### src/rtl/core/emergency_history_ring_top_defines.svh
// ----------------------------------------------------------------------------
// Emergency history ring assertion macros
// Shared concurrent assertion forms, clocked on clk with arst_n as disable.
// ----------------------------------------------------------------------------
`ifndef EMERGENCY_HISTORY_RING_TOP_DEFINES_SVH
`define EMERGENCY_HISTORY_RING_TOP_DEFINES_SVH

// Plain property checked every clock outside reset.
`define EHR_ASSERT(lbl, prop, msg) \
	lbl: assert property (@(posedge clk) disable iff (!arst_n) (prop)) else $error(msg);

// Antecedent in one cycle, consequent in the next.
`define EHR_ASSERT_NEXT(lbl, ante, cons, msg) \
	lbl: assert property (@(posedge clk) disable iff (!arst_n) (ante) |=> (cons)) \
		else $error(msg);

`endif

### src/rtl/core/ehr_pkg.sv
// ----------------------------------------------------------------------------
// Emergency history ring package
// Sizes, request opcodes and result status codes.
// ----------------------------------------------------------------------------
package ehr_pkg;

	localparam int DEPTH  = 16;
	localparam int IDX_W  = $clog2(DEPTH);
	localparam int CNT_W  = 5;
	localparam int SUB_W  = 8;
	localparam int CODE_W = 16;
	localparam int WVAL_W = 8;
	localparam int DATA_W = 32;
	localparam int SLOT_W = CNT_W + 1;

	typedef enum logic [1:0] {
		OP_ADD   = 2'd0,
		OP_READ  = 2'd1,
		OP_WRITE = 2'd2,
		OP_NONE  = 2'd3
	} op_t;

	typedef enum logic [1:0] {
		ST_OK        = 2'd0,
		ST_READ_ERR  = 2'd1,
		ST_WRITE_NA  = 2'd2,
		ST_RANGE_ERR = 2'd3
	} status_t;

endpackage

### src/rtl/core/emergency_history_ring_top.sv
// ----------------------------------------------------------------------------
// Emergency history ring
// Circular error history in a 16 x 32 synchronous RAM, newest-first readout.
// ----------------------------------------------------------------------------
// Usage:
//  - A request is taken at a rising edge with start high and busy low. busy is
//    never raised: one request may be issued every cycle.
//  - op selects add (store error_code, extra_info on top when info_valid),
//    read of sub_index, or write (only sub_index 0, write_value 0: clear).
//  - Each request gives one result: done high with read_data and status. The
//    RAM read of the slot in the s1 stage and then the output register lie
//    between the request and its result.
//  - Results cannot be held off; the receiver must take them when done is high.
//  - Ring pointer and count update at the request edge, so a request in the
//    next cycle already sees the new history.
//  - cfg_wr_en/cfg_wr_data write hist_len and restart the history; the user
//    writes only while no result is pending, the block does not enforce it.
//  - Reset: hist_len is 16, history empty. Per-slot valid bits clear at once,
//    so no RAM clearing pass is needed.
// ----------------------------------------------------------------------------
`include "emergency_history_ring_top_defines.svh"

module emergency_history_ring_top (
	input  logic                         clk,
	input  logic                         arst_n,
	input  logic                         start,
	output logic                         busy,
	input  logic [1:0]                   op,
	input  logic [ehr_pkg::SUB_W-1:0]    sub_index,
	input  logic [ehr_pkg::CODE_W-1:0]   error_code,
	input  logic                         info_valid,
	input  logic [ehr_pkg::CODE_W-1:0]   extra_info,
	input  logic [ehr_pkg::WVAL_W-1:0]   write_value,
	input  logic                         cfg_wr_en,
	input  logic [ehr_pkg::CNT_W-1:0]    cfg_wr_data,
	output logic                         done,
	output logic [ehr_pkg::DATA_W-1:0]   read_data,
	output logic [1:0]                   status
);

	logic [ehr_pkg::DATA_W-1:0] mem [ehr_pkg::DEPTH];

	logic [ehr_pkg::CNT_W-1:0]  hist_len_q;
	logic [ehr_pkg::CNT_W-1:0]  newest_q;
	logic [ehr_pkg::CNT_W-1:0]  count_q;
	logic [ehr_pkg::DEPTH-1:0]  valid_q;

	logic                       vld_s1;
	logic                       rd_mem_s1;
	logic                       ent_vld_s1;
	logic [ehr_pkg::DATA_W-1:0] mem_rd_s1;
	logic [ehr_pkg::DATA_W-1:0] data_s1;
	ehr_pkg::status_t           status_s1;

	logic                       done_q;
	logic [ehr_pkg::DATA_W-1:0] read_data_q;
	ehr_pkg::status_t           status_q;

	logic                       accept;
	ehr_pkg::op_t               op_w;
	logic [ehr_pkg::CNT_W-1:0]  len;
	logic [ehr_pkg::CNT_W-1:0]  next_slot;
	logic [ehr_pkg::IDX_W-1:0]  waddr;
	logic [ehr_pkg::DATA_W-1:0] wword;
	logic                       do_add;
	logic                       do_clear;
	logic [ehr_pkg::CNT_W-1:0]  sub_lo;
	logic [ehr_pkg::SLOT_W-1:0] slot;
	logic [ehr_pkg::SLOT_W-1:0] slot_m1;
	logic [ehr_pkg::IDX_W-1:0]  raddr;
	logic                       slot_ok;
	logic                       rd_mem;
	logic [ehr_pkg::DATA_W-1:0] data_w;
	ehr_pkg::status_t           status_w;

	assign busy   = 1'b0;
	assign accept = start && !busy;
	assign op_w   = ehr_pkg::op_t'(op);

	assign len = (hist_len_q > ehr_pkg::CNT_W'(ehr_pkg::DEPTH)) ?
		ehr_pkg::CNT_W'(ehr_pkg::DEPTH) : hist_len_q;

	always_comb begin
		next_slot = newest_q + ehr_pkg::CNT_W'(1);
		if (next_slot > len || next_slot == '0) begin
			next_slot = ehr_pkg::CNT_W'(1);
		end
	end

	assign waddr = ehr_pkg::IDX_W'(next_slot - ehr_pkg::CNT_W'(1));
	assign wword = {info_valid ? extra_info : {ehr_pkg::CODE_W{1'b0}}, error_code};

	// newest-first slot, 1-based
	assign sub_lo = sub_index[ehr_pkg::CNT_W-1:0];
	always_comb begin
		if (sub_index <= ehr_pkg::SUB_W'(newest_q)) begin
			slot = ehr_pkg::SLOT_W'(newest_q) + ehr_pkg::SLOT_W'(1)
				- ehr_pkg::SLOT_W'(sub_lo);
		end else begin
			slot = ehr_pkg::SLOT_W'(len) + ehr_pkg::SLOT_W'(newest_q)
				+ ehr_pkg::SLOT_W'(1) - ehr_pkg::SLOT_W'(sub_lo);
		end
	end
	assign slot_m1 = slot - ehr_pkg::SLOT_W'(1);
	assign raddr   = slot_m1[ehr_pkg::IDX_W-1:0];
	assign slot_ok = (slot >= ehr_pkg::SLOT_W'(1)) &&
		(slot <= ehr_pkg::SLOT_W'(ehr_pkg::DEPTH));

	always_comb begin
		do_add   = 1'b0;
		do_clear = 1'b0;
		rd_mem   = 1'b0;
		data_w   = '0;
		status_w = ehr_pkg::ST_OK;
		case (op_w)
			ehr_pkg::OP_ADD: begin
				do_add = (len != '0);
			end
			ehr_pkg::OP_READ: begin
				if (sub_index == '0) begin
					data_w = ehr_pkg::DATA_W'(count_q);
				end else if (sub_index <= ehr_pkg::SUB_W'(count_q)) begin
					rd_mem = slot_ok;
				end else if (sub_index > ehr_pkg::SUB_W'(len)) begin
					status_w = ehr_pkg::ST_READ_ERR;
				end
			end
			ehr_pkg::OP_WRITE: begin
				if (sub_index != '0) begin
					status_w = ehr_pkg::ST_WRITE_NA;
				end else if (write_value != '0) begin
					status_w = ehr_pkg::ST_RANGE_ERR;
				end else begin
					do_clear = 1'b1;
				end
			end
			default: begin
			end
		endcase
	end

	always_ff @(posedge clk or negedge arst_n) begin
		if (!arst_n) begin
			hist_len_q <= ehr_pkg::CNT_W'(ehr_pkg::DEPTH);
			newest_q   <= '0;
			count_q    <= '0;
			valid_q    <= '0;
		end else if (cfg_wr_en) begin
			hist_len_q <= cfg_wr_data;
			newest_q   <= '0;
			count_q    <= '0;
			valid_q    <= '0;
		end else if (accept && do_clear) begin
			newest_q <= '0;
			count_q  <= '0;
			valid_q  <= '0;
		end else if (accept && do_add) begin
			newest_q       <= next_slot;
			valid_q[waddr] <= 1'b1;
			if (count_q < len) begin
				count_q <= count_q + ehr_pkg::CNT_W'(1);
			end else begin
				count_q <= len;
			end
		end
	end

	always_ff @(posedge clk) begin
		if (accept && do_add && !cfg_wr_en) begin
			mem[waddr] <= wword;
		end
		if (accept && rd_mem) begin
			mem_rd_s1 <= mem[raddr];
		end
	end

	always_ff @(posedge clk or negedge arst_n) begin
		if (!arst_n) begin
			vld_s1 <= 1'b0;
		end else begin
			vld_s1 <= accept;
		end
	end

	always_ff @(posedge clk) begin
		if (accept) begin
			rd_mem_s1  <= rd_mem;
			ent_vld_s1 <= valid_q[raddr];
			data_s1    <= data_w;
			status_s1  <= status_w;
		end
	end

	always_ff @(posedge clk or negedge arst_n) begin
		if (!arst_n) begin
			done_q <= 1'b0;
		end else begin
			done_q <= vld_s1;
		end
	end

	always_ff @(posedge clk) begin
		if (vld_s1) begin
			read_data_q <= rd_mem_s1 ? (ent_vld_s1 ? mem_rd_s1 : '0) : data_s1;
			status_q    <= status_s1;
		end
	end

	assign done      = done_q;
	assign read_data = read_data_q;
	assign status    = status_q;

	`EHR_ASSERT(a_count_bound, count_q <= ehr_pkg::CNT_W'(ehr_pkg::DEPTH), "count above depth")
	`EHR_ASSERT(a_newest_le_count, newest_q <= count_q, "newest slot beyond count")
	`EHR_ASSERT_NEXT(a_result_follows, vld_s1, done, "result strobe missing")
	`EHR_ASSERT(a_rderr_zero, !(done && status == ehr_pkg::ST_READ_ERR) || read_data == '0, "read error with data")

endmodule
### config.mk
export PLATFORM = sky130hd
export DESIGN_NAME = emergency_history_ring_top
export DESIGN_NICKNAME = d
export VERILOG_FILES = /design/src/rtl/core/ehr_pkg.sv /design/src/rtl/core/emergency_history_ring_top.sv
export VERILOG_INCLUDE_DIRS = /design/src /design/src/rtl/core
export SDC_FILE = /design/constraint.sdc
export NUM_CORES = 1
export LEC_CHECK = 0
export ABC_CLOCK_PERIOD_IN_PS = 7950
export BUFFER_PORTS_ARGS = -buffer_cell sky130_fd_sc_hd__buf_4
export CAP_MARGIN = 20
export CORE_MARGIN = 1
export CORE_UTILIZATION = 55
export DETAILED_ROUTE_END_ITERATION = 8
export GPL_ROUTABILITY_DRIVEN = 0
export PLACE_DENSITY = 0.79
export SLEW_MARGIN = 10
export SYNTH_ARGS = -nofsm -noshare
export SYNTH_HDL_FRONTEND = slang
export SYNTH_SLANG_ARGS = --single-unit
### constraint.sdc
create_clock -name clk -period 7.95 [get_ports clk]
set_input_delay 1.59 -clock clk [delete_from_list [all_inputs] [get_ports clk]]
set_output_delay 1.59 -clock clk [all_outputs]
set_load 0.01 [all_outputs]
==> out/results.md <==
| Stage | Quantity | Reported |
|---|---|---|
| floorplan | Standard-cell rows | 78 |
| clocking | Post-CTS setup-driven buffer insertion count | 0 |
| finish | Synth-to-Final Area Change | 13.68% |
| timing | Maximum clock frequency | 185.2 MHz |
| hold path | Hold Path Class | reg -> reg |
| route | Final routed wire length divided by cell count | 26.74 µm |
| placement | Placed cell areas | 26890 µm² |
| yosys | Mean area per synthesized cell | 19.71 µm² |
| clocking | CTS HTree Levels | 2 |
| floorplan | Overall die width | 216.7 µm |
| critical path | Category of the worst setup path capture point | register |
| floorplan | Starting Density | 55.88% |
| timing | Setup_tns | 0 ns |
| yosys | Most area-hungry cell type in the Yosys netlist | sky130_fd_sc_hd__edfxtp_1 |
| clocking | Insertion delay of the later-clocked pin in the worst-skew pair | 0.61 ns |
| critical path | Crit Reg-Reg Startpoint | newest_q[0]$_DFFE_PN0P_ |
| yosys | Yosys cell types | 61 |
| yosys | Cell with the most instances after synthesis | sky130_fd_sc_hd__edfxtp_1 |
| timing | Worst-Margin Slew | 1.106 ns |
| yosys | Register bit total from synthesis | 620 |
| critical path | Endpoint required time on the critical path | 8.30 ns |
| global route | Pin count of the biggest net entering global routing | 85 |
| route | DRC violation total after the first TritonRoute iteration | 1530 |
| finish | Post-route cell area | 28830 µm² |
| route | Via-per-instance ratio | 6.222 |
| yosys | Dominant register cell in the synthesized netlist | sky130_fd_sc_hd__edfxtp_1 |
| route | DRT antenna net count | 0 |
| floorplan | I/O pin cnt | 96 |
| pwr | Maximum resistive drop on vdd | 0.2401 mV |
| critical path | Internal reg-to-reg setup slack | 3.12 ns |
| timing | Shortest period the worst path allows | 5.400 ns |
| timing | Max-slew headroom at the worst pin | 26.26% |
| placement | DP Wirelength | 28960 µm |
| yosys | Cell Area, Synth | 25360 µm² |
| placement | Port bufs | 94 |
| critical path | Critical Path Start Type | input port |
| finish | Number of nets in the layout | 1526 |
| critical path | Endpoint arrival time on the critical path | 5.75 ns |
| floorplan | Total Die Area | 46970 µm² |
| critical path | Critical Path Source | sub_index[0] |
| yosys | Instance count of the mapped netlist | 1287 |
| clocking | Library cell used as clock root buffer | sky130_fd_sc_hd__clkbuf_16 |
| route | Total length of routed wires | 55160 µm |
| clocking | Max clock buf depth | 3 |
| yosys | Portion of the post-synthesis area used by sequential elements | 72.77% |
| floorplan | Core region area | 45380 µm² |
| route | Length of the first detailed-routing pass in iterations | 6 |
| timing | Number of hold violations in the final report | 0 |
| finish | Layout cells sized above 1 | 25.63% |
| timing | Finish-stage setup viols | 0 |
| finish | Number of inserted filler cells in the final layout | 2980 |
| run | Max-capacitance violation count | 0 |
| clocking | Inserted Clock Buffers | 58 |
| timing | Clk_skew | 0.02347 ns |
| clocking | CTS hold repair buffers | 0 |
| pwr | Leakage | 10.08 nW |
| floorplan | Y dimension of the die | 216.7 µm |
| timing | RSZ-0062 raised after global routing | false |
| global route | Global routing usage summed across all routing layers | 24.15% |
| route | Post-route DRC | 0 |
| pwr | Total power per unit cell area | 277.1 nW/µm² |
| yosys | Share of the synthesized area in the top cell type | 69.51% |
| outcome | Outcome | finished clean |
| yosys | Nets in the synthesized netlist | 1399 |
| finish | Final antenna diode count | 0 |
| yosys | Post-synth EDFFs | 587 |
| yosys | Share of async-settable or async-resettable flops after synthesis | 5.323% |
| critical path | Category of the most critical setup path | in -> reg |
| yosys | List of most frequent post-synthesis cells | sky130_fd_sc_hd__edfxtp_1 (587), sky130_fd_sc_hd__mux4_2 (131), sky130_fd_sc_hd__mux2i_1 (103) |
| critical path | Reg2reg path depth | 12 |
| global route | Via count of the first global-routing pass | 12.94k |
| clocking | Total clock sinks | 620 |
| global route | Global-route wire length before repair | 82320 µm |
| route | Via count of the routed design | 12.84k |
| clocking | Clock tree from TritonCTS | built |
| clocking | Clk slew on worst S/H paths | 0.06 ns |
| timing | Crit share post-route | 67.93% |
| critical path | Worst-path maximum fanout | 79 |
| timing | Number of max-slew violations in the final report | 0 |
| global route | Total congestion overflow | 0 |
| critical path | Critical path capture point | mem_rd_s1[22]$_DFFE_PP_ |
| clocking | Post-CTS sizing | 0 |
| yosys | Main area contributors after synthesis | sky130_fd_sc_hd__edfxtp_1 (70%), sky130_fd_sc_hd__mux4_2 (12%), sky130_fd_sc_hd__mux2i_1 (4.1%) |
| global route | Number of antenna violations at the first check in global routing | 2 |
| critical path | R2R Path End | mem_rd_s1[22]$_DFFE_PP_ |
| yosys | Number of warnings printed during yosys synthesis | 0 |
## state kept, by name, indices dropped and copies added (netlist names)
register and cells:
valid_q 16, data_s1 5, read_data 32, hist_len_q 5
status 2, vld_s1 1, rd_mem_s1 1, mem 512
ent_vld_s1 1, status_s1 2, done 1, newest_q 5
count_q 5, mem_rd_s1 32
## critical path: stages
cell	delay (ns)
sky130_fd_sc_hd__buf_4	0.11
sky130_fd_sc_hd__inv_1	0.07
sky130_fd_sc_hd__ha_1	0.24
sky130_fd_sc_hd__fa_1	0.36
sky130_fd_sc_hd__nand2b_1	0.16
sky130_fd_sc_hd__a21oi_2	0.22
sky130_fd_sc_hd__o22ai_4	0.11
sky130_fd_sc_hd__nand2_2	0.14
sky130_fd_sc_hd__a21oi_4	0.14
sky130_fd_sc_hd__inv_8	0.59
sky130_fd_sc_hd__buf_4	0.89
sky130_fd_sc_hd__mux4_2	0.62
sky130_fd_sc_hd__mux2i_1	0.20
sky130_fd_sc_hd__mux2i_1	0.11
## cell usage in the layout (no fill, tap or decap), types with 6 or more instances in the layout
master                        n
sky130_fd_sc_hd__edfxtp_1   587
sky130_fd_sc_hd__mux4_2     131
sky130_fd_sc_hd__buf_4      121
sky130_fd_sc_hd__mux2i_1    102
sky130_fd_sc_hd__clkbuf_16   58
sky130_fd_sc_hd__ha_1        44
sky130_fd_sc_hd__inv_1       38
sky130_fd_sc_hd__nand2_1     36
sky130_fd_sc_hd__and3_1      35
sky130_fd_sc_hd__dfrtp_1     31
sky130_fd_sc_hd__o21ai_0     26
sky130_fd_sc_hd__and2_1      18
sky130_fd_sc_hd__nand3_1     17
sky130_fd_sc_hd__clkbuf_1    15
sky130_fd_sc_hd__a21oi_1     13
sky130_fd_sc_hd__nor3_2      11
sky130_fd_sc_hd__nor2_1      11
sky130_fd_sc_hd__clkinv_1    11
sky130_fd_sc_hd__clkinv_2    11
sky130_fd_sc_hd__xnor2_1     10
sky130_fd_sc_hd__bufinv_16    9
sky130_fd_sc_hd__nand2b_1     8
sky130_fd_sc_hd__nor3_1       8
sky130_fd_sc_hd__nor2b_1      7
sky130_fd_sc_hd__fa_1         7
sky130_fd_sc_hd__o21ai_1      6
sky130_fd_sc_hd__nor4_2       6
sky130_fd_sc_hd__o21a_1       6
## logic make-up after synthesis
family / after synthesis / share of synthesized area (%)
buffers and inverters: 96 / 1.880
AND/OR/NAND/NOR: 178 / 3.794
XOR/XNOR: 15 / 0.5180
adder cells (fa/ha/maj): 52 / 2.773
flip-flops: 620 / 72.77
multiplexers: 239 / 15.98
other: 1 / 0.01479
AO/OA/AOI/OAI: 86 / 2.274
## stage by stage
step	hold WS, ns	worst slack (ns)	power [mW]	std cells	util, %
after floorplan	0.4003	0.4810	4.890	1287	-
after global placement	0.4055	2.010	5.190	1951	59.17
after detailed placement	0.4065	1.923	5.251	1953	59.25
after CTS	0.4220	2.497	8.037	2062	63.51
after global routing	0.4404	2.195	8.252	2063	63.53
final	0.4225	2.550	7.988	2063	63.53
## layout make-up
type                    count  area, µm²  share of cell area (%)
clock buffers              73       1508                   5.230
clock inverters            36      426.7                   1.480
inverters                  39      153.9                  0.5338
multi-input cells         571       6559                   22.75
flip-flops and latches    620      18460                   64.02
well taps                 600      750.7                   2.604
repair buffers            124      975.9                   3.385
## routing by layer
metal  GRT usage [%]  share of wire, %  vias up
met2           40.11                50      642
met4           6.268               1.9        0
met1           33.96                40     6656
met3           3.536               8.4       76
met5               0                 0        -
li1                -                 -     5462
## power by group
| group | leakage [nW] | total [mW] | switching, mW | internal (mW) |
|---|---|---|---|---|
| Combinational | 3.33 | 1.52 | 0.789 | 0.733 |
| Clock | 0.941 | 2.80 | 1.17 | 1.64 |
| Sequential | 5.81 | 3.66 | 0.0174 | 3.64 |
## worst min path at each step
| stage | from | end | slack, ns | cells past startpoint |
|---|---|---|---|---|
| after global placement | status_s1[0]$_DFFE_PP_ | status[0]$_DFFE_PP_ | 0.41 | 0 |
| after global routing | status_s1[0]$_DFFE_PP_ | status[0]$_DFFE_PP_ | 0.44 | 0 |
| after floorplan | status_s1[0]$_DFFE_PP_ | status[0]$_DFFE_PP_ | 0.40 | 0 |
| final | status_s1[0]$_DFFE_PP_ | status[0]$_DFFE_PP_ | 0.42 | 0 |
| after CTS | status_s1[0]$_DFFE_PP_ | status[0]$_DFFE_PP_ | 0.42 | 0 |
| after detailed placement | status_s1[0]$_DFFE_PP_ | status[0]$_DFFE_PP_ | 0.41 | 0 |
Note: power is estimated with default switching activity, not from simulation.
